`src/mcnpc_ram.sv`:
```
`default_nettype none
module mcnpc_ram #(
    parameter int WIDTH = 8,
    parameter int DEPTH = 16,
    localparam int AW = (DEPTH > 1) ? $clog2(DEPTH) : 1
) (
    input  wire logic             clk,
    input  wire logic             we,
    input  wire logic [AW-1:0]    waddr,
    input  wire logic [WIDTH-1:0] wdata,
    input  wire logic [AW-1:0]    raddr,
    output logic      [WIDTH-1:0] rdata
);

    logic [WIDTH-1:0] mem [DEPTH];

    always_ff @(posedge clk)
    begin
        if (we)
        begin
            mem[waddr] <= wdata;
        end
        rdata <= mem[raddr];
    end

endmodule
`default_nettype wire

```
`config.mk`:
```
export PLATFORM = sky130hd
export DESIGN_NAME = mcnpc_ram
export DESIGN_NICKNAME = d
export VERILOG_FILES = /design/src/mcnpc_ram.sv
export SDC_FILE = /design/constraint.sdc
export NUM_CORES = 1
export LEC_CHECK = 0
export BUFFER_PORTS_ARGS = -buffer_cell sky130_fd_sc_hd__buf_2
export CAP_MARGIN = 20
export CORE_ASPECT_RATIO = 0.75
export CORE_MARGIN = 2
export CORE_UTILIZATION = 48
export CTS_BUF_LIST = sky130_fd_sc_hd__clkbuf_2 sky130_fd_sc_hd__clkbuf_4 sky130_fd_sc_hd__clkbuf_8
export CTS_CLUSTER_DIAMETER = 60
export DETAILED_ROUTE_END_ITERATION = 8
export PLACE_DENSITY = 0.67
export SKIP_LAST_GASP = 1
export SLEW_MARGIN = 20
export SYNTH_ARGS = -nofsm -noshare
export SYNTH_HDL_FRONTEND = slang
export SYNTH_SLANG_ARGS = --single-unit
```
`constraint.sdc`:
```
create_clock -name clk -period 1.9 [get_ports clk]
set_input_delay 0.475 -clock clk [delete_from_list [all_inputs] [get_ports clk]]
set_output_delay 0.475 -clock clk [all_outputs]
set_load 0.01 [all_outputs]
```
==> results.md <==
* Status: complete, no violations
* GRT Total Usage at 0.1795
* Combinational share of power at 0.051
* Worst path required time at roughly 1.4 ns
* # nets final at 301
* #FFs+latches synth at 136
* Worst Path Buf+Inv at 1
* Routed vias at between 2k and 2.5k
* Routed met2 length at roughly 4400 um
* Bufs on Longest Clock Path at 2
* Delay-heaviest family, CP: flip-flops
* DR DRC count at 0
* Vias in the first global route at 2403
* Crit end category: output port
* Internal Power at 4.909 mW
* Yosys warnings at 0
* Max-Cap Viols at 0
* WP data arrival at between 0.9 and 1 ns
* Clock network power share at 0.395
* Die height at ~94 um
* WL per Instance at about 22 um
* First-pass iteration count of the detailed router at 4
* Antenna violations before repair at 0
* CTS tree: built
* Input/output buffers at 25
* Hold Path Class: in -> reg
* Synth top area share at 0.7467
* WL met3 at between 600 and 700 um
* Pwr Density at between 1000 and 1500 nW/um^2
* Total net switching power at 1.187 mW
* Cell Chain, Critical Path: buf_2
* Largest cells by area after synthesis: edfxtp_1, mux4_2, mux4_1
* Synth Area per Inst at 22.48 um^2
* Instance count of the mapped netlist at 229
* Fin util at 0.5752
* Initial Util at 0.4964
* Seq/Total Area, Yosys at 0.7778
* Crit start category: register
* Grt ovf at 0
* Final slew viol count at 0
* Detail Route Antenna Nets at 0
* PostCTS Resize Cnt at 0
* I/O Pins at 26
* DR top layer: met4
* Placement Setup Slack at around 0.038 ns
* Die area at 11580 um^2
* Root buffer cell: clkbuf_8
* Starting DRT DRC Count at 210
* Finish-stage setup viols at 0
* N_diodes at 0
* Sequential share of power at 0.554
* Drt via density at ~5.6
* Switch share at 0.1948
* Crit-path max FO at 1
* First-pass GRT wire length at roughly 14000 um
* Slowest-stage cell, CP: dfxtp_1
* H-tree levels at 4
* RSZ-0062 raised after global routing: false
* CORE AREA at a little over 10000 um^2
* # hold bufs at CTS at 0
* Fin crit period at approximately 1.4 ns
* Synthesized area at a little over 5000 um^2
* HPWL after DPL at approximately 6200 um
* Netlist cell types at 19
* Num CTS Buffers at 17
* Die Wd at roughly 120 um
* Design area at around 6000 um^2
* Peak supply drop at between 0.6 and 0.7 mV
* Skew-Pair Late Insertion Delay at approximately 0.42 ns
* Syn-to-layout area delta at 15.87%
* Fmax at 0.6965 GHz
* Final hold vios at 0
* Row count at 32
* Slew HR at 0.4858
* Actual slew at the worst max-slew pin at approximately 0.77 ns
* Pin count of the biggest net entering global routing at 33
* Final WL at between 9000 and 10000 um
* Period Utilization, post-route at 0.7556
* Area after DPL at about 5500 um^2
* Syn nets at roughly 250
* Clock Sinks at approximately 140
* Final clock skew at 0.01253 ns
* LEAKAGE at between 2 and 2.5 nW
* Post-CTS Setup Bufs at 0
* Worst-path clk slew at 0.07 ns
* WS Path Type: reg -> out
* CP peak stage delay at 0.39 ns
* Total negative setup slack at 0 ns
* Gpl congestion at a little under 0.7
* Synth area leader: edfxtp_1
* Layout cells sized above 1 at 0.3277
* Final worst setup slack at ~0.46 ns
* Wl on met1 at about 4300 um
[flip-flops by register name, indices dropped and copies added, names as in the netlist]
name and flops:
mem 128, rdata 8
[per-stage QoR]
stage	total power, mW	instances	hold slack [ns]
floorplan	3.611	229	0.5739
finish	6.096	432	0.4389
CTS	6.155	432	0.4106
detailed placement	3.762	400	0.6632
global route	6.310	432	0.4151
global placement	3.752	400	0.6572
[cells in the final DEF, fill, tap and decap left out, drive strengths merged]
cell type	n
mux4	32
nand3	1
and2	1
nor2b	1
edfxtp	128
bufinv	3
clkbuf	23
buf	45
a22oi	16
nand3b	2
nor3	4
nand2b	2
or3b	1
nor2	13
nand2	9
clkinv	6
dfxtp	8
and2b	1
[synthesized netlist by cell type (all sizes together)]
cell type	count
and2	1
nand3b	2
mux4	32
nor2	13
buf	7
and2b	1
clkdlybuf4s25	3
nor3	4
or3b	1
dfxtp	8
nor2b	1
nand3	1
nand2	9
nand2b	2
a22oi	16
edfxtp	128
[final cells by class]
type / count / area (um^2)
repair buffers: 45 / 312.8
fillers: 752 / 4405
clock inverters: 9 / 123.9
flip-flops and latches: 136 / 4004
clock buffers: 23 / 291.5
multi-input cells: 83 / 1062
well taps: 136 / 170.2
[logic make-up after synthesis]
family / after synthesis / share of synthesized area
mux: 32 / 0.1502
compound gates: 16 / 0.02334
buf+inv: 10 / 0.01677
simple gates: 35 / 0.03184
flops: 136 / 0.7778
[routing by layer]
layer / vias up / track usage
met4: 0 / 0.04924
met2: 73 / 0.2555
met3: 2 / 0.06493
li1: 1075 / -
met1: 1251 / 0.2639
met5: - / 0
[worst paths after layout]
path	startpoint	end	slack, ns	depth (start not counted)
max	rdata[4]$_DFF_P_	rdata[4]	0.46	1
min	wdata[7]	mem[12][7]$_DFFE_PP_	0.44	1
max reg2reg	mem[1][3]$_DFFE_PP_	rdata[3]$_DFF_P_	0.60	3
min reg2reg	mem[14][6]$_DFFE_PP_	rdata[6]$_DFF_P_	0.67	3
[power groups by stage]
stage	Sequential, mW	Combinational, mW	Clock [mW]
after global placement	3.44	0.311	0
after global routing	3.38	0.343	2.59
final	3.38	0.313	2.41
after floorplan	3.44	0.171	0
after detailed placement	3.44	0.319	0
after CTS	3.38	0.320	2.46
No activity file was read; power rests on OpenSTA's default activity.
