==> src/mcnpc_pkg.sv <==
`default_nettype none
package mcnpc_pkg;

    localparam int COORD_BITS            = 20;
    localparam int SUM_BITS              = COORD_BITS + 18;
    localparam int RND_BITS              = SUM_BITS + 1;
    localparam int NUM_BITS              = COORD_BITS + 16;
    localparam int RECIP_SHIFT           = NUM_BITS + 17;
    localparam int RECIP_BITS            = RECIP_SHIFT - 16;
    localparam int DIGIT_BITS            = 12;
    localparam int DIV_STEPS             = NUM_BITS / DIGIT_BITS;
    localparam int DIV_CNT_BITS          = $clog2(DIV_STEPS + 1);
    localparam int PROD_BITS             = NUM_BITS + RECIP_BITS;
    localparam int WEIGHT_BITS           = 14;
    localparam int WEIGHT_TOTAL          = 70257;
    localparam int CUTOFF_BITS           = 19;
    localparam int MCOUNT_BITS           = 9;
    localparam int COUNT_BITS            = 16;
    localparam int SLOT_BITS             = 3;
    localparam int DEFAULT_MAX_MOLECULES = 256;
    localparam logic [CUTOFF_BITS-1:0] CUTOFF_RESET = CUTOFF_BITS'(2560);
    localparam logic [MCOUNT_BITS-1:0] MCOUNT_RESET = MCOUNT_BITS'(250);
    localparam logic [SLOT_BITS-1:0]   CLOSING_SLOT = SLOT_BITS'(6);

    typedef enum logic [0:0] {
        CFG_CUTOFF         = 1'b0,
        CFG_MOLECULE_COUNT = 1'b1
    } cfg_index_t;

    typedef struct packed {
        logic                         species;
        logic [SLOT_BITS-1:0]         atom_slot;
        logic signed [COORD_BITS-1:0] pos_x;
        logic signed [COORD_BITS-1:0] pos_y;
        logic signed [COORD_BITS-1:0] pos_z;
        logic                         last_of_frame;
    } atom_word_t;

    typedef struct packed {
        logic [COUNT_BITS-1:0] surfactant_pairs;
        logic [COUNT_BITS-1:0] mimic_pairs;
    } result_word_t;

    typedef struct packed {
        logic accept;
        logic div_step;
        logic store_en;
        logic cnt_clear;
        logic ld_ref;
        logic cmp_issue;
        logic fill_clear;
        logic out_load;
        logic walk_sp;
    } dp_cmd_t;

    typedef struct packed {
        logic closes;
        logic last;
        logic out_free;
    } dp_status_t;

    // Bead mass weights, unsigned Q.8
    function automatic logic [WEIGHT_BITS-1:0] bead_weight(input logic [SLOT_BITS-1:0] slot);
        logic [WEIGHT_BITS-1:0] w;
        case (slot)
            3'd0:    w = WEIGHT_BITS'(7944);
            3'd1:    w = WEIGHT_BITS'(11277);
            3'd2:    w = WEIGHT_BITS'(11277);
            3'd3:    w = WEIGHT_BITS'(10773);
            3'd4:    w = WEIGHT_BITS'(10773);
            3'd5:    w = WEIGHT_BITS'(10773);
            3'd6:    w = WEIGHT_BITS'(7440);
            default: w = '0;
        endcase
        return w;
    endfunction

endpackage
`default_nettype wire

==> src/mcnpc_ctrl.sv <==
`default_nettype none
module mcnpc_ctrl #(
    parameter int MAX_MOLECULES = mcnpc_pkg::DEFAULT_MAX_MOLECULES,
    localparam int AW = $clog2(MAX_MOLECULES),
    localparam int FW = $clog2(MAX_MOLECULES + 1)
) (
    input  wire logic                  clk,
    input  wire logic                  rst_n,
    input  wire logic                  atom_valid,
    output logic                       atom_stall,
    input  wire mcnpc_pkg::dp_status_t status,
    input  wire logic [FW-1:0]         walk_n,
    output mcnpc_pkg::dp_cmd_t         cmd,
    output logic      [AW-1:0]         raddr
);
    import mcnpc_pkg::*;

    typedef enum logic [8:0] {
        S_IDLE   = 9'b000000001,
        S_DIV    = 9'b000000010,
        S_STORE  = 9'b000000100,
        S_PICK   = 9'b000001000,
        S_LOAD_I = 9'b000010000,
        S_HOLD_I = 9'b000100000,
        S_SCAN   = 9'b001000000,
        S_DRAIN  = 9'b010000000,
        S_EMIT   = 9'b100000000
    } state_t;

    state_t                  state_reg, state_next;
    logic                    last_reg, last_next;
    logic [DIV_CNT_BITS-1:0] div_cnt_reg, div_cnt_next;
    logic                    sp_reg, sp_next;
    logic [AW-1:0]           i_reg, i_next;
    logic [AW-1:0]           j_reg, j_next;
    logic [AW-1:0]           n_m1;
    logic                    accept;

    assign accept     = atom_valid && (state_reg == S_IDLE);
    assign atom_stall = (state_reg != S_IDLE);
    assign n_m1       = AW'(walk_n - FW'(1));
    assign raddr      = (state_reg == S_LOAD_I) ? i_reg : j_reg;

    always_comb
    begin
        state_next   = state_reg;
        last_next    = last_reg;
        div_cnt_next = div_cnt_reg;
        sp_next      = sp_reg;
        i_next       = i_reg;
        j_next       = j_reg;
        cmd          = '0;
        cmd.accept   = accept;
        cmd.walk_sp  = sp_reg;
        case (state_reg)
            S_IDLE:
            begin
                if (accept)
                begin
                    last_next     = status.last;
                    cmd.cnt_clear = status.last;
                    sp_next       = 1'b0;
                    if (status.closes)
                    begin
                        div_cnt_next = '0;
                        state_next   = S_DIV;
                    end
                    else if (status.last)
                    begin
                        state_next = S_PICK;
                    end
                end
            end
            S_DIV:
            begin
                cmd.div_step = 1'b1;
                div_cnt_next = div_cnt_reg + DIV_CNT_BITS'(1);
                if (div_cnt_reg == DIV_CNT_BITS'(DIV_STEPS - 1))
                    state_next = S_STORE;
            end
            S_STORE:
            begin
                cmd.store_en = 1'b1;
                state_next   = last_reg ? S_PICK : S_IDLE;
            end
            S_PICK:
            begin
                // skip a species with an empty table
                if (walk_n == '0)
                begin
                    if (sp_reg)
                        state_next = S_EMIT;
                    else
                        sp_next = 1'b1;
                end
                else
                begin
                    i_next     = '0;
                    state_next = S_LOAD_I;
                end
            end
            S_LOAD_I:
            begin
                state_next = S_HOLD_I;
            end
            S_HOLD_I:
            begin
                cmd.ld_ref = 1'b1;
                j_next     = '0;
                state_next = S_SCAN;
            end
            S_SCAN:
            begin
                cmd.cmp_issue = 1'b1;
                j_next        = j_reg + AW'(1);
                if (j_reg == n_m1)
                    state_next = S_DRAIN;
            end
            S_DRAIN:
            begin
                if (i_reg == n_m1)
                begin
                    if (sp_reg)
                    begin
                        state_next = S_EMIT;
                    end
                    else
                    begin
                        sp_next    = 1'b1;
                        state_next = S_PICK;
                    end
                end
                else
                begin
                    i_next     = i_reg + AW'(1);
                    state_next = S_LOAD_I;
                end
            end
            S_EMIT:
            begin
                if (status.out_free)
                begin
                    cmd.out_load   = 1'b1;
                    cmd.fill_clear = 1'b1;
                    state_next     = S_IDLE;
                end
            end
            default:
            begin
                state_next = S_IDLE;
            end
        endcase
    end

    always_ff @(posedge clk or negedge rst_n)
    begin
        if (!rst_n)
        begin
            state_reg   <= S_IDLE;
            last_reg    <= 1'b0;
            div_cnt_reg <= '0;
            sp_reg      <= 1'b0;
            i_reg       <= '0;
            j_reg       <= '0;
        end
        else
        begin
            state_reg   <= state_next;
            last_reg    <= last_next;
            div_cnt_reg <= div_cnt_next;
            sp_reg      <= sp_next;
            i_reg       <= i_next;
            j_reg       <= j_next;
        end
    end

endmodule
`default_nettype wire

==> config.mk <==
export PLATFORM = sky130hd
export DESIGN_NAME = mcnpc_ctrl
export DESIGN_NICKNAME = d
export VERILOG_FILES = /design/src/mcnpc_pkg.sv /design/src/mcnpc_ctrl.sv
export SDC_FILE = /design/constraint.sdc
export NUM_CORES = 1
export LEC_CHECK = 0
export BUFFER_PORTS_ARGS = -buffer_cell sky130_fd_sc_hd__buf_2
export CAP_MARGIN = 25
export CORE_AREA = 2 2 96 52
export CTS_CLUSTER_SIZE = 40
export DETAILED_ROUTE_END_ITERATION = 8
export DIE_AREA = 0 0 98 54
export GPL_TIMING_DRIVEN = 0
export PLACE_DENSITY = 0.75
export SYNTH_ARGS = -nofsm -noshare
export SYNTH_HDL_FRONTEND = slang
export SYNTH_SLANG_ARGS = --single-unit
==> constraint.sdc <==
create_clock -name clk -period 4.85 [get_ports clk]
set_input_delay 0.97 -clock clk [delete_from_list [all_inputs] [get_ports clk]]
set_output_delay 0.97 -clock clk [all_outputs]
set_load 0.01 [all_outputs]
==> flow_summary.json <==
{
  "outcome": "finished, final reports clean",
  "cts_buffers": 5,
  "cp-end-kind": "output port",
  "critPathSlowestCell": "nor4_4",
  "async_flop_share_pct": 100.0,
  "ys_top_cells_by_area": "dfrtp_1 29%, mux2_2 6.1%, o21ai_0 4.4%",
  "crit_fanout": 9,
  "worstReg2RegEnd": "i_reg[3]",
  "slew_headroom_pct": 56.36,
  "fin_crit_sh_pct": 74.83,
  "ir_drop_uv": 173.9,
  "drv_slew": 0,
  "numClockSinks": 29,
  "synth_top_family_by_area": "simple AND/OR/NAND/NOR gates",
  "core_area_mm2": 0.004572,
  "synth_cells": 284,
  "ioPinCount": 33,
  "combPwrFrac_pct": 39.6,
  "synthAdderAreaFrac_pct": 2.492,
  "die_h_um": 54,
  "p_leak_nw": 1.258,
  "ys_warn_count": 0,
  "fill_cells": 425,
  "endpoint": "raddr[7]",
  "r2r_start": "state_reg[1]",
  "via_per_inst": 5.843,
  "rsz0062_at_grt": "false",
  "path_cells": "nor4_1, nand2b_1, nor4_4, mux2_2, buf_2",
  "synth_flop_cell": "dfrtp_1",
  "ff_latch_area_um2": 726.9,
  "rows": 18,
  "first_pass_iters": 4,
  "p_int_uw": 521.8,
  "design_area_mm2": 0.002723,
  "clockRootBuffer": "clkbuf_8",
  "drt_wl_total_um": 5903,
  "cts-hold-fix-buffers": 0,
  "setup_ws_ns": 1.221,
  "hp-class": "flop to flop",
  "start_util_pct": 52.71,
  "synth_top_area_share_pct": 29.08,
  "crit_start": "state_reg[1]",
  "post-cts-setup-buffers": 0,
  "synthMuxAreaShare_pct": 7.321,
  "ctsResizeCount": 0,
  "pwr-share-clk_pct": 22.8,
  "p_switching_uw": 349.3,
  "clk_latency_ns": 0.28,
  "hpwl_um": 4610,
  "io_buffer_count": 31,
  "synth_edf_count": 0,
  "yosys.area_share.simple_pct": 31.20,
  "ant_nets": 0,
  "synth_compound_area_share_pct": 14.95,
  "vias": 2238,
  "grt_pass1_vias": 1931,
  "area_delta_synth_final_pct": 12.98,
  "critPathMaxStageDelay_ns": 0.60,
  "antenna_found_initial": 0,
  "h-tree-depth": 2,
  "finalClockSkew_ns": 0.002290,
  "multiInputGateArea_mm2": 0.001546,
  "grt.overflow.total": 0,
  "min_period_ns": 3.629,
  "start_kind": "flop",
  "reg2reg_slack_ns": 2.25,
  "power.density_mw_per_mm2": 320.0,
  "cp.arrival_ns": 2.66,
  "switching_share_pct": 40.10,
  "required_ns": 3.88,
  "clockBufferDepth": 2,
  "gp_congestion": 0.8948,
  "tightest_slew_ns": 0.6497,
  "tns_ns": 0,
  "yosysSeqAreaShare_pct": 30.17,
  "wl_per_cell_um": 15.41,
  "p_total_uw": 871.1,
  "setup_violations": 0,
  "syn_nets": 303,
  "yosysMostFrequentCell": "dfrtp_1",
  "worstSetupPathType": "flop to output port",
  "syn-cell-area_mm2": 0.002410,
  "hold_viol_final": 0,
  "synth_common_cells": "28 x dfrtp_1, 26 x nand2_1, 21 x o21ai_0, 17 x nor2_1",
  "dieArea_mm2": 0.005292,
  "place_area_mm2": 0.002640,
  "max_freq_ghz": 0.2756,
  "drv_cap": 0,
  "yosys.cell_types.count": 57,
  "diodes": 0,
  "power_frac_seq_pct": 37.6,
  "r2r_cells": 7,
  "synth_xor_area_share_pct": 8.204,
  "drt_iter0_markers": 131,
  "tritoncts": "done",
  "drc": 0,
  "synth-seq-cells": 29,
  "place_ws_ns": 1.541,
  "layout.nets": 341,
  "avgSynthCellArea_um2": 8.485,
  "largest_reg_flops": 9,
  "clkTransAtPathRegs_ns": 0.07,
  "die_x_um": 98,
  "grt_max_degree": 30,
  "synth_top_area_cell": "dfrtp_1",
  "grt_pass1_wl_um": 9715,
  "track_usage_pct": 24.05,
  "layout-drive-gt1-share_pct": 22.60
}
==> metrics by stage <==
| step | hold slack (ns) | util, % | instances |
|---|---|---|---|
| 5_1_grt | 0.5600 | 59.55 | 383 |
| 6_report | 0.5097 | 59.55 | 383 |
| 2_1_floorplan | 0.4668 | - | 284 |
| 3_3_place_gp | 0.4941 | 57.74 | 375 |
| 4_1_cts | 0.5061 | 59.55 | 383 |
| 3_5_place_dp | 0.5064 | 57.74 | 375 |
==> metal layers <==
metal | vias up | GRT usage, % | part of all wire [%]
met3 | 7 | 6.883 | 8.2
met2 | 81 | 34.13 | 40
met4 | 0 | 6.944 | 0.81
met1 | 1056 | 35.43 | 50
met5 | - | 0 | 0
li1 | 1094 | - | -
==> placed cells by master (no fill, tap or decap), drive strengths merged, types with 3 or more instances in the layout <==
cell	Yosys	layout
nand2	26	26
o21ai	21	21
nand2b	10	10
nand3b	3	3
nand3	9	9
nand4	5	5
nor4	8	8
buf	9	40
nor3	13	13
nor2b	11	11
mux2i	3	3
a21oi	10	10
mux2	13	13
nor2	18	18
or2	4	4
or3	3	3
xnor2	10	10
and3	5	5
xor2	10	10
ha	4	4
inv	14	14
o22ai	3	3
a211oi	5	5
o211ai	3	3
clkbuf	5	11
dfrtp	28	28
==> cell type report <==
| class | count | area share (%) |
|---|---|---|
| Multi-Input combinational cell | 227 | 56.80 |
| Sequential cell | 29 | 26.70 |
| Timing Repair Buffer | 31 | 5.699 |
| Buffer | 14 | 3.079 |
| Tap cell | 60 | 2.757 |
| Clock buffer | 6 | 2.665 |
| Inverter | 14 | 1.930 |
| Clock inverter | 2 | 0.3676 |
==> worst max-delay path, delay by kind of cell (launching register included) <==
family                 cells  cell delay, ns
AND/OR/NAND/NOR            3            1.39
flip-flops                 1            0.43
multiplexers               1            0.41
buffers and inverters      1            0.14
==> how the worst min path moves through the flow <==
stage	slack [ns]	cells past startpoint	endpoint	start
floorplan	0.47	1	state_reg[3]	sp_reg
global placement	0.49	1	state_reg[3]	sp_reg
detailed placement	0.51	1	state_reg[3]	sp_reg
CTS	0.51	1	state_reg[3]	sp_reg
global route	0.56	1	last_reg	last_reg
finish	0.51	1	state_reg[3]	sp_reg
==> logic make-up (layout without fill, tap and decap cells) <==
logic type / Yosys count / count (layout)
AND/OR/NAND/NOR: 128 / 128
adder cells (fa/ha/maj): 5 / 5
AO/OA/AOI/OAI: 57 / 57
XOR/XNOR: 21 / 21
flip-flops: 29 / 29
buffers and inverters: 28 / 67
multiplexers: 16 / 16
==> power groups by stage <==
stage | clock network [mW] | registers [mW] | logic (mW)
floorplan | 0 | 0.315 | 0.256
detailed placement | 0 | 0.329 | 0.342
finish | 0.198 | 0.328 | 0.345
global placement | 0 | 0.329 | 0.333
CTS | 0.199 | 0.326 | 0.342
global route | 0.213 | 0.333 | 0.386
No activity file was read; power rests on OpenSTA's default activity.
