### config.mk
export PLATFORM = sky130hd
export DESIGN_NAME = mcnpc_datapath
export DESIGN_NICKNAME = d
export VERILOG_FILES = /design/src/mcnpc_pkg.sv /design/src/mcnpc_datapath.sv
export SDC_FILE = /design/constraint.sdc
export NUM_CORES = 2
export LEC_CHECK = 0
export CORE_MARGIN = 2
export CORE_UTILIZATION = 40
export DETAILED_ROUTE_END_ITERATION = 6
export DONT_BUFFER_PORTS = 1
export SLEW_MARGIN = 20
export SYNTH_ARGS = -nofsm -noshare
export SYNTH_HDL_FRONTEND = slang
export SYNTH_SLANG_ARGS = --single-unit
### constraint.sdc
create_clock -name clk -period 27.6 [get_ports clk]
set_input_delay 5.52 -clock clk [delete_from_list [all_inputs] [get_ports clk]]
set_output_delay 5.52 -clock clk [all_outputs]
set_load 0.005 [all_outputs]
### src/mcnpc_pkg.sv
`default_nettype none
package mcnpc_pkg;

    localparam int COORD_BITS            = 20;
    localparam int SUM_BITS              = COORD_BITS + 18;
    localparam int RND_BITS              = SUM_BITS + 1;
    localparam int NUM_BITS              = COORD_BITS + 16;
    localparam int RECIP_SHIFT           = NUM_BITS + 17;
    localparam int RECIP_BITS            = RECIP_SHIFT - 16;
    localparam int DIGIT_BITS            = 12;
    localparam int DIV_STEPS             = NUM_BITS / DIGIT_BITS;
    localparam int DIV_CNT_BITS          = $clog2(DIV_STEPS + 1);
    localparam int PROD_BITS             = NUM_BITS + RECIP_BITS;
    localparam int WEIGHT_BITS           = 14;
    localparam int WEIGHT_TOTAL          = 70257;
    localparam int CUTOFF_BITS           = 19;
    localparam int MCOUNT_BITS           = 9;
    localparam int COUNT_BITS            = 16;
    localparam int SLOT_BITS             = 3;
    localparam int DEFAULT_MAX_MOLECULES = 256;
    localparam logic [CUTOFF_BITS-1:0] CUTOFF_RESET = CUTOFF_BITS'(2560);
    localparam logic [MCOUNT_BITS-1:0] MCOUNT_RESET = MCOUNT_BITS'(250);
    localparam logic [SLOT_BITS-1:0]   CLOSING_SLOT = SLOT_BITS'(6);

    typedef enum logic [0:0] {
        CFG_CUTOFF         = 1'b0,
        CFG_MOLECULE_COUNT = 1'b1
    } cfg_index_t;

    typedef struct packed {
        logic                         species;
        logic [SLOT_BITS-1:0]         atom_slot;
        logic signed [COORD_BITS-1:0] pos_x;
        logic signed [COORD_BITS-1:0] pos_y;
        logic signed [COORD_BITS-1:0] pos_z;
        logic                         last_of_frame;
    } atom_word_t;

    typedef struct packed {
        logic [COUNT_BITS-1:0] surfactant_pairs;
        logic [COUNT_BITS-1:0] mimic_pairs;
    } result_word_t;

    typedef struct packed {
        logic accept;
        logic div_step;
        logic store_en;
        logic cnt_clear;
        logic ld_ref;
        logic cmp_issue;
        logic fill_clear;
        logic out_load;
        logic walk_sp;
    } dp_cmd_t;

    typedef struct packed {
        logic closes;
        logic last;
        logic out_free;
    } dp_status_t;

    // Bead mass weights, unsigned Q.8
    function automatic logic [WEIGHT_BITS-1:0] bead_weight(input logic [SLOT_BITS-1:0] slot);
        logic [WEIGHT_BITS-1:0] w;
        case (slot)
            3'd0:    w = WEIGHT_BITS'(7944);
            3'd1:    w = WEIGHT_BITS'(11277);
            3'd2:    w = WEIGHT_BITS'(11277);
            3'd3:    w = WEIGHT_BITS'(10773);
            3'd4:    w = WEIGHT_BITS'(10773);
            3'd5:    w = WEIGHT_BITS'(10773);
            3'd6:    w = WEIGHT_BITS'(7440);
            default: w = '0;
        endcase
        return w;
    endfunction

endpackage
`default_nettype wire

### src/mcnpc_datapath.sv
`default_nettype none
module mcnpc_datapath #(
    parameter int MAX_MOLECULES = mcnpc_pkg::DEFAULT_MAX_MOLECULES,
    localparam int AW = $clog2(MAX_MOLECULES),
    localparam int FW = $clog2(MAX_MOLECULES + 1),
    localparam int EW = 3 * mcnpc_pkg::COORD_BITS
) (
    input  wire logic                             clk,
    input  wire logic                             rst_n,
    input  wire mcnpc_pkg::atom_word_t            atom,
    input  wire logic                             cfg_we,
    input  wire mcnpc_pkg::cfg_index_t            cfg_index,
    input  wire logic [mcnpc_pkg::CUTOFF_BITS-1:0] cfg_data,
    input  wire mcnpc_pkg::dp_cmd_t               cmd,
    output mcnpc_pkg::dp_status_t                 status,
    output logic      [FW-1:0]                    walk_n,
    output logic                                  surf_we,
    output logic                                  mimic_we,
    output logic      [AW-1:0]                    waddr,
    output logic      [EW-1:0]                    wdata,
    input  wire logic [EW-1:0]                    surf_rdata,
    input  wire logic [EW-1:0]                    mimic_rdata,
    output logic                                  result_valid,
    input  wire logic                             result_stall,
    output mcnpc_pkg::result_word_t               result
);
    import mcnpc_pkg::*;

    localparam int LW = (FW > MCOUNT_BITS) ? FW : MCOUNT_BITS;
    localparam int CW = (COORD_BITS + 1 > CUTOFF_BITS) ? COORD_BITS + 1 : CUTOFF_BITS;
    localparam int PW = DIGIT_BITS + RECIP_BITS;
    localparam logic [RND_BITS-1:0]   HALF_WT = RND_BITS'(WEIGHT_TOTAL / 2);
    // largest dividend that matters: anything above saturates the same way
    localparam logic [NUM_BITS-1:0]   NUM_LIM =
        NUM_BITS'(((64'd1 << (COORD_BITS - 1)) + 64'd1) * 64'(WEIGHT_TOTAL));
    localparam logic [RECIP_BITS-1:0] RECIP =
        RECIP_BITS'(((64'd1 << RECIP_SHIFT) + 64'(WEIGHT_TOTAL) - 64'd1) / 64'(WEIGHT_TOTAL));
    localparam logic [COORD_BITS-1:0] POS_MAX = COORD_BITS'((64'd1 << (COORD_BITS - 1)) - 64'd1);
    localparam logic [COORD_BITS-1:0] NEG_MAG = COORD_BITS'(64'd1 << (COORD_BITS - 1));

    logic [CUTOFF_BITS-1:0]  cutoff_reg;
    logic [MCOUNT_BITS-1:0]  mcount_reg;
    logic signed [SUM_BITS-1:0] acc_reg [3];
    logic [NUM_BITS-1:0]     num_reg [3];
    logic [PROD_BITS-1:0]    prod_reg [3];
    logic                    neg_reg [3];
    logic                    store_sp_reg;
    logic [FW-1:0]           fill_reg [2];
    logic [EW-1:0]           ref_reg;
    logic                    cmp_v_reg;
    logic [COUNT_BITS-1:0]   cnt_reg [2];
    logic                    out_valid_reg;
    result_word_t            out_reg;

    logic signed [COORD_BITS-1:0]            coord [3];
    logic signed [COORD_BITS+WEIGHT_BITS:0]  prod [3];
    logic signed [SUM_BITS-1:0]              acc_sum [3];
    logic [SUM_BITS-1:0]                     mag [3];
    logic [RND_BITS-1:0]                     rounded [3];
    logic [PW-1:0]                           pp [3];
    logic [COORD_BITS-1:0]                   quo [3];
    logic [COORD_BITS-1:0]                   centre [3];
    logic signed [WEIGHT_BITS:0]             weight_s;
    logic [LW-1:0]                           limit;
    logic                                    room [2];
    logic [EW-1:0]                           rd;
    logic                                    close [3];
    logic signed [CW-1:0]                    diff [3];
    logic [CW-1:0]                           adiff [3];
    logic                                    hit;

    assign coord[0] = atom.pos_x;
    assign coord[1] = atom.pos_y;
    assign coord[2] = atom.pos_z;
    assign weight_s = signed'({1'b0, bead_weight(atom.atom_slot)});
    assign rd       = cmd.walk_sp ? mimic_rdata : surf_rdata;

    always_comb
    begin
        for (int k = 0; k < 3; k++)
        begin
            prod[k]    = coord[k] * weight_s;
            acc_sum[k] = acc_reg[k] + SUM_BITS'(prod[k]);
            mag[k]     = acc_sum[k][SUM_BITS-1] ? SUM_BITS'(-acc_sum[k]) : SUM_BITS'(acc_sum[k]);
            rounded[k] = RND_BITS'(mag[k]) + HALF_WT;
            pp[k]      = num_reg[k][NUM_BITS-1 -: DIGIT_BITS] * RECIP;
            quo[k]     = prod_reg[k][RECIP_SHIFT +: COORD_BITS];
            // saturate the rounded quotient into the coordinate range
            if (neg_reg[k])
            begin
                if (quo[k] > NEG_MAG)
                    centre[k] = {1'b1, {(COORD_BITS-1){1'b0}}};
                else
                    centre[k] = COORD_BITS'(0) - quo[k];
            end
            else
            begin
                if (quo[k] > POS_MAX)
                    centre[k] = POS_MAX;
                else
                    centre[k] = quo[k];
            end
            diff[k]  = CW'(signed'(ref_reg[k*COORD_BITS +: COORD_BITS]))
                     - CW'(signed'(rd[k*COORD_BITS +: COORD_BITS]));
            adiff[k] = diff[k][CW-1] ? CW'(-diff[k]) : CW'(diff[k]);
            close[k] = (adiff[k] != '0) && (adiff[k] <= CW'(cutoff_reg));
        end
    end

    assign hit   = close[0] && close[1] && close[2];
    assign limit = (LW'(mcount_reg) < LW'(MAX_MOLECULES)) ? LW'(mcount_reg) : LW'(MAX_MOLECULES);
    assign room[0] = LW'(fill_reg[0]) < limit;
    assign room[1] = LW'(fill_reg[1]) < limit;

    assign status.closes   = (atom.atom_slot == CLOSING_SLOT) && room[atom.species];
    assign status.last     = atom.last_of_frame;
    assign status.out_free = !out_valid_reg || !result_stall;
    assign walk_n          = fill_reg[cmd.walk_sp];

    assign surf_we  = cmd.store_en && !store_sp_reg;
    assign mimic_we = cmd.store_en && store_sp_reg;
    assign waddr    = AW'(fill_reg[store_sp_reg]);
    assign wdata    = {centre[2], centre[1], centre[0]};

    assign result_valid = out_valid_reg;
    assign result       = out_reg;

    always_ff @(posedge clk or negedge rst_n)
    begin
        if (!rst_n)
        begin
            cutoff_reg    <= CUTOFF_RESET;
            mcount_reg    <= MCOUNT_RESET;
            acc_reg[0]    <= '0;
            acc_reg[1]    <= '0;
            acc_reg[2]    <= '0;
            fill_reg[0]   <= '0;
            fill_reg[1]   <= '0;
            cnt_reg[0]    <= '0;
            cnt_reg[1]    <= '0;
            cmp_v_reg     <= 1'b0;
            out_valid_reg <= 1'b0;
        end
        else
        begin
            if (cfg_we)
            begin
                case (cfg_index)
                    CFG_CUTOFF:         cutoff_reg <= cfg_data;
                    CFG_MOLECULE_COUNT: mcount_reg <= cfg_data[MCOUNT_BITS-1:0];
                    default:            cutoff_reg <= cutoff_reg;
                endcase
            end

            if (cmd.accept)
            begin
                for (int k = 0; k < 3; k++)
                begin
                    if (atom.atom_slot == CLOSING_SLOT || atom.last_of_frame)
                        acc_reg[k] <= '0;
                    else
                        acc_reg[k] <= acc_sum[k];
                end
            end

            if (cmd.fill_clear)
            begin
                fill_reg[0] <= '0;
                fill_reg[1] <= '0;
            end
            else if (cmd.store_en)
            begin
                fill_reg[store_sp_reg] <= fill_reg[store_sp_reg] + FW'(1);
            end

            cmp_v_reg <= cmd.cmp_issue;
            if (cmd.cnt_clear)
            begin
                cnt_reg[0] <= '0;
                cnt_reg[1] <= '0;
            end
            else if (cmp_v_reg && hit && cnt_reg[cmd.walk_sp] != '1)
            begin
                cnt_reg[cmd.walk_sp] <= cnt_reg[cmd.walk_sp] + COUNT_BITS'(1);
            end

            if (cmd.out_load)
                out_valid_reg <= 1'b1;
            else if (!result_stall)
                out_valid_reg <= 1'b0;
        end
    end

    always_ff @(posedge clk)
    begin
        if (cmd.accept)
        begin
            store_sp_reg <= atom.species;
            for (int k = 0; k < 3; k++)
            begin
                num_reg[k]  <= (rounded[k] > RND_BITS'(NUM_LIM)) ? NUM_LIM
                                                                  : NUM_BITS'(rounded[k]);
                prod_reg[k] <= '0;
                neg_reg[k]  <= acc_sum[k][SUM_BITS-1];
            end
        end
        else if (cmd.div_step)
        begin
            // multiply by the reciprocal one digit at a time, top digit first
            for (int k = 0; k < 3; k++)
            begin
                prod_reg[k] <= {prod_reg[k][PROD_BITS-DIGIT_BITS-1:0], {DIGIT_BITS{1'b0}}}
                             + PROD_BITS'(pp[k]);
                num_reg[k]  <= {num_reg[k][NUM_BITS-DIGIT_BITS-1:0], {DIGIT_BITS{1'b0}}};
            end
        end
        if (cmd.ld_ref)
            ref_reg <= rd;
        if (cmd.out_load)
        begin
            out_reg.surfactant_pairs <= cnt_reg[0];
            out_reg.mimic_pairs      <= cnt_reg[1];
        end
    end

endmodule
`default_nettype wire

==> Flow_metrics.wiki <==
{| class="wikitable"
! Metric !! Value
|-
| Aggregate routed wire length || 255000 um
|-
| Number of flip-flops in the largest register || 213
|-
| Cell mode on critical path || sky130_fd_sc_hd__fa_1
|-
| Critical Path Source Type || input port
|-
| Busiest layer in global routing || met2
|-
| Vias || 72900
|-
| Met3 Use GR || 2.85%
|-
| Share of synthesized area occupied by flip-flops and latches || 18.3%
|-
| Buffers from clock root to sink, at most || 3
|-
| Leading cell types by total area after synthesis || sky130_fd_sc_hd__fa_1, sky130_fd_sc_hd__ha_1, sky130_fd_sc_hd__edfxtp_1
|-
| Final Net Count || 12600
|-
| Signal arrival time at the worst endpoint || 17.30 ns
|-
| Y dimension of the die || 492 um
|-
| Critical-path cell with the highest stage delay || sky130_fd_sc_hd__or4_1
|-
| Class of the most critical setup path || in2reg
|-
| Post-layout minimum cycle time || 16.86 ns
|-
| Setup_tns || 0 ns
|-
| Clock latency of the later-clocked register in the worst-skew pair || 0.75 ns
|-
| Overall global routing resource usage || 20.9%
|-
| Post-CTS resize count || 0
|-
| Met1 track demand over resource in global routing || 31.6%
|-
| Fraction of synthesized cell area taken by the top area cell type || 22.7%
|-
| Hold violation count in the final report || 0
|-
| Highest net fanout along the worst path || 60
|-
| Number of sinks on the clock net || 611
|-
| Average cell area after synthesis || 9.17 sq um
|-
| Worst Path Required || 28.04 ns
|-
| First DRT Iteration DRCs || 5243
|-
| Max Clk Rate || 59.3 MHz
|-
| Horizontal extent of the die || 492 um
|-
| Via count of the first global-routing pass || 73300
|-
| Pin count of the biggest net entering global routing || 205
|-
| Routability congestion estimate || 0.921
|-
| Proportion of register bits with asynchronous set or reset after synthesis || 31.8%
|-
| Worst relative slew slack || 11.5%
|-
| Total global routing overflow || 0
|-
| Final-report setup violation count || 0
|-
| Setup skew after layout || 0.0940 ns
|-
| Port-buffer cells || 0
|-
| TritonCTS clock tree || built
|-
| Number of synthesized flops with an enable pin || 417
|-
| Total of fill cells in the finished design || 23100
|-
| Grt met2 use || 31.9%
|-
| Per-cell routed wire length || 19.0 um
|-
| Worst slew pin tran || 1.33 ns
|-
| Standard-cell row count || 179
|-
| Cell taking the most area after synthesis || sky130_fd_sc_hd__fa_1
|-
| Count of buffers added by post-CTS timing repair for setup || 0
|-
| Clock root buffer || sky130_fd_sc_hd__clkbuf_16
|-
| Share of the clock period used by the worst path after layout || 61.1%
|-
| Post-synthesis to final-layout area growth || 6.20%
|-
| Total die area || 242000 sq um
|-
| Post-route DRC || 0
|-
| Clock-pin slew of the registers on the worst-case setup and hold paths || 0.06 ns
|-
| Dominant synthesized flop cell || sky130_fd_sc_hd__edfxtp_1
|-
| Global-route wire length before repair || 410000 um
|-
| Synth warnings || 0
|-
| Max Transition Viols Final || 0
|-
| Register bit total from synthesis || 611
|-
| Netlist Area Pre-Place || 95200 sq um
|-
| Half-perimeter wire length of the detailed placement result || 208000 um
|-
| Drt first pass iters || 6
|-
| Starting utilization of the core area || 40.1%
|-
| Antenna violation net count after detailed routing || 0
|-
| Unrepaired setup endpoints after global routing || no
|-
| I/O pin total || 333
|-
| Total clock buffers created by CTS || 79
|-
| # H-tree levels || 3
|-
| Run status || complete, no violations
|-
| Number of max-capacitance violations reported || 0
|-
| Commonest cells in the synthesized netlist || sky130_fd_sc_hd__inv_1, sky130_fd_sc_hd__ha_1, sky130_fd_sc_hd__fa_1
|-
| Instance count of the mapped netlist || 10400
|-
| Syn Nets || 12800
|-
| Cell with the most instances after synthesis || sky130_fd_sc_hd__inv_1
|-
| Endpoint kind of the worst setup timing path || flip-flop
|-
| Fraction of layout instances using a drive strength above 1 || 3.44%
|-
| Maximum cell stage delay along the critical path || 0.64 ns
|-
| Library cells used by synthesis || 113
|-
| Antenna violations before repair || 4
|-
| Total of hold buffers inserted after clock tree synthesis || 0
|-
| Detail-routed via count per cell || 5.43
|-
| Core Box Area || 237000 sq um
|-
| Type of the worst min-delay path || reg2reg
|}
==> kinds of logic (layout without fill, tap and decap cells) <==
| group | after synthesis | in the layout | share of synthesized area, % |
|---|---|---|---|
| buffers and inverters | 1947 | 1832 | 7.76 |
| and+or+nand+nor | 2915 | 2915 | 15.8 |
| DFF | 611 | 611 | 18.3 |
| muxes | 148 | 148 | 1.62 |
| other | 0 | 1 | 0 |
| xor gates and xnor gates | 627 | 627 | 5.82 |
| AOI/OAI and AO/OA | 1962 | 1962 | 13.7 |
| adders and majority gates | 2169 | 2169 | 37.0 |
==> critical path, delay by kind of cell <==
| family | cells | cell delay (ns) |
|---|---|---|
| simple gates | 8 | 2.61 |
| xor+xnor | 3 | 0.43 |
| fa+ha+maj | 8 | 3.86 |
| compound gates | 11 | 2.92 |
| buf+inv | 7 | 1.87 |
==> cells in the final DEF, fill, tap and decap left out, drive strengths merged, types with 186 or more instances in the layout <==
cell and count:
a21oi 440, xor2 209, ha 1092, nor3 224, edfxtp 417, dfrtp 186, nand2 611, fa 1077
and2 407, xnor2 418, o21ai 420, nand3 193, nor2 611, inv 1651
==> worst paths after layout <==
path / start / endpoint / slack [ns] / depth (start not counted)
worst min-delay path: cnt_reg[31] / result[31] / 0.49 / 0
worst min register to register: cnt_reg[31] / result[31] / 0.49 / 0
max in group asynchronous: rst_n / fill_reg[11] / 22.03 / 0
min in group asynchronous: rst_n / cnt_reg[20] / 4.49 / 0
worst max-delay path: atom[61] / num_reg[0][101] / 10.74 / 37
worst max register to register: num_reg[0][99] / prod_reg[0][210] / 16.65 / 35
==> final cells by class <==
cell class	count	area, sq um	share of cell area (%)
Timing Repair Buffer	35	288	0.285
Antenna cell	1	2.50	0.00248
Inverter	1649	6190	6.12
Clock inverter	54	609	0.603
Tap cell	3167	3960	3.92
Sequential cell	611	17400	17.2
Clock buffer	94	2090	2.07
Multi-Input combinational cell	7821	70500	69.8
==> through the flow <==
| stage | cells | util (%) | setup slack [ns] | area (sq um) | hold WS [ns] |
|---|---|---|---|---|---|
| after floorplan | 10400 | - | 10.80 | 95200 | 0.433 |
| after global placement | 13300 | 41.5 | 10.27 | 98300 | 0.460 |
| after detailed placement | 13300 | 41.5 | 10.11 | 98300 | 0.479 |
| after CTS | 13400 | 42.6 | 10.87 | 101000 | 0.494 |
| after global routing | 13400 | 42.6 | 9.96 | 101000 | 0.511 |
| final | 13400 | 42.6 | 10.74 | 101000 | 0.487 |
==> routing by layer <==
metal | wire length (um) | up-vias
met2 | 111000 | 1644
met1 | 127000 | 36000
met3 | 12900 | 219
li1 | - | 35100
met4 | 3850 | 2
met5 | 19 | -
Power is left out: the tool's default activity adds up to more than one toggle a clock period on the data nets, which glitch-free logic cannot reach.
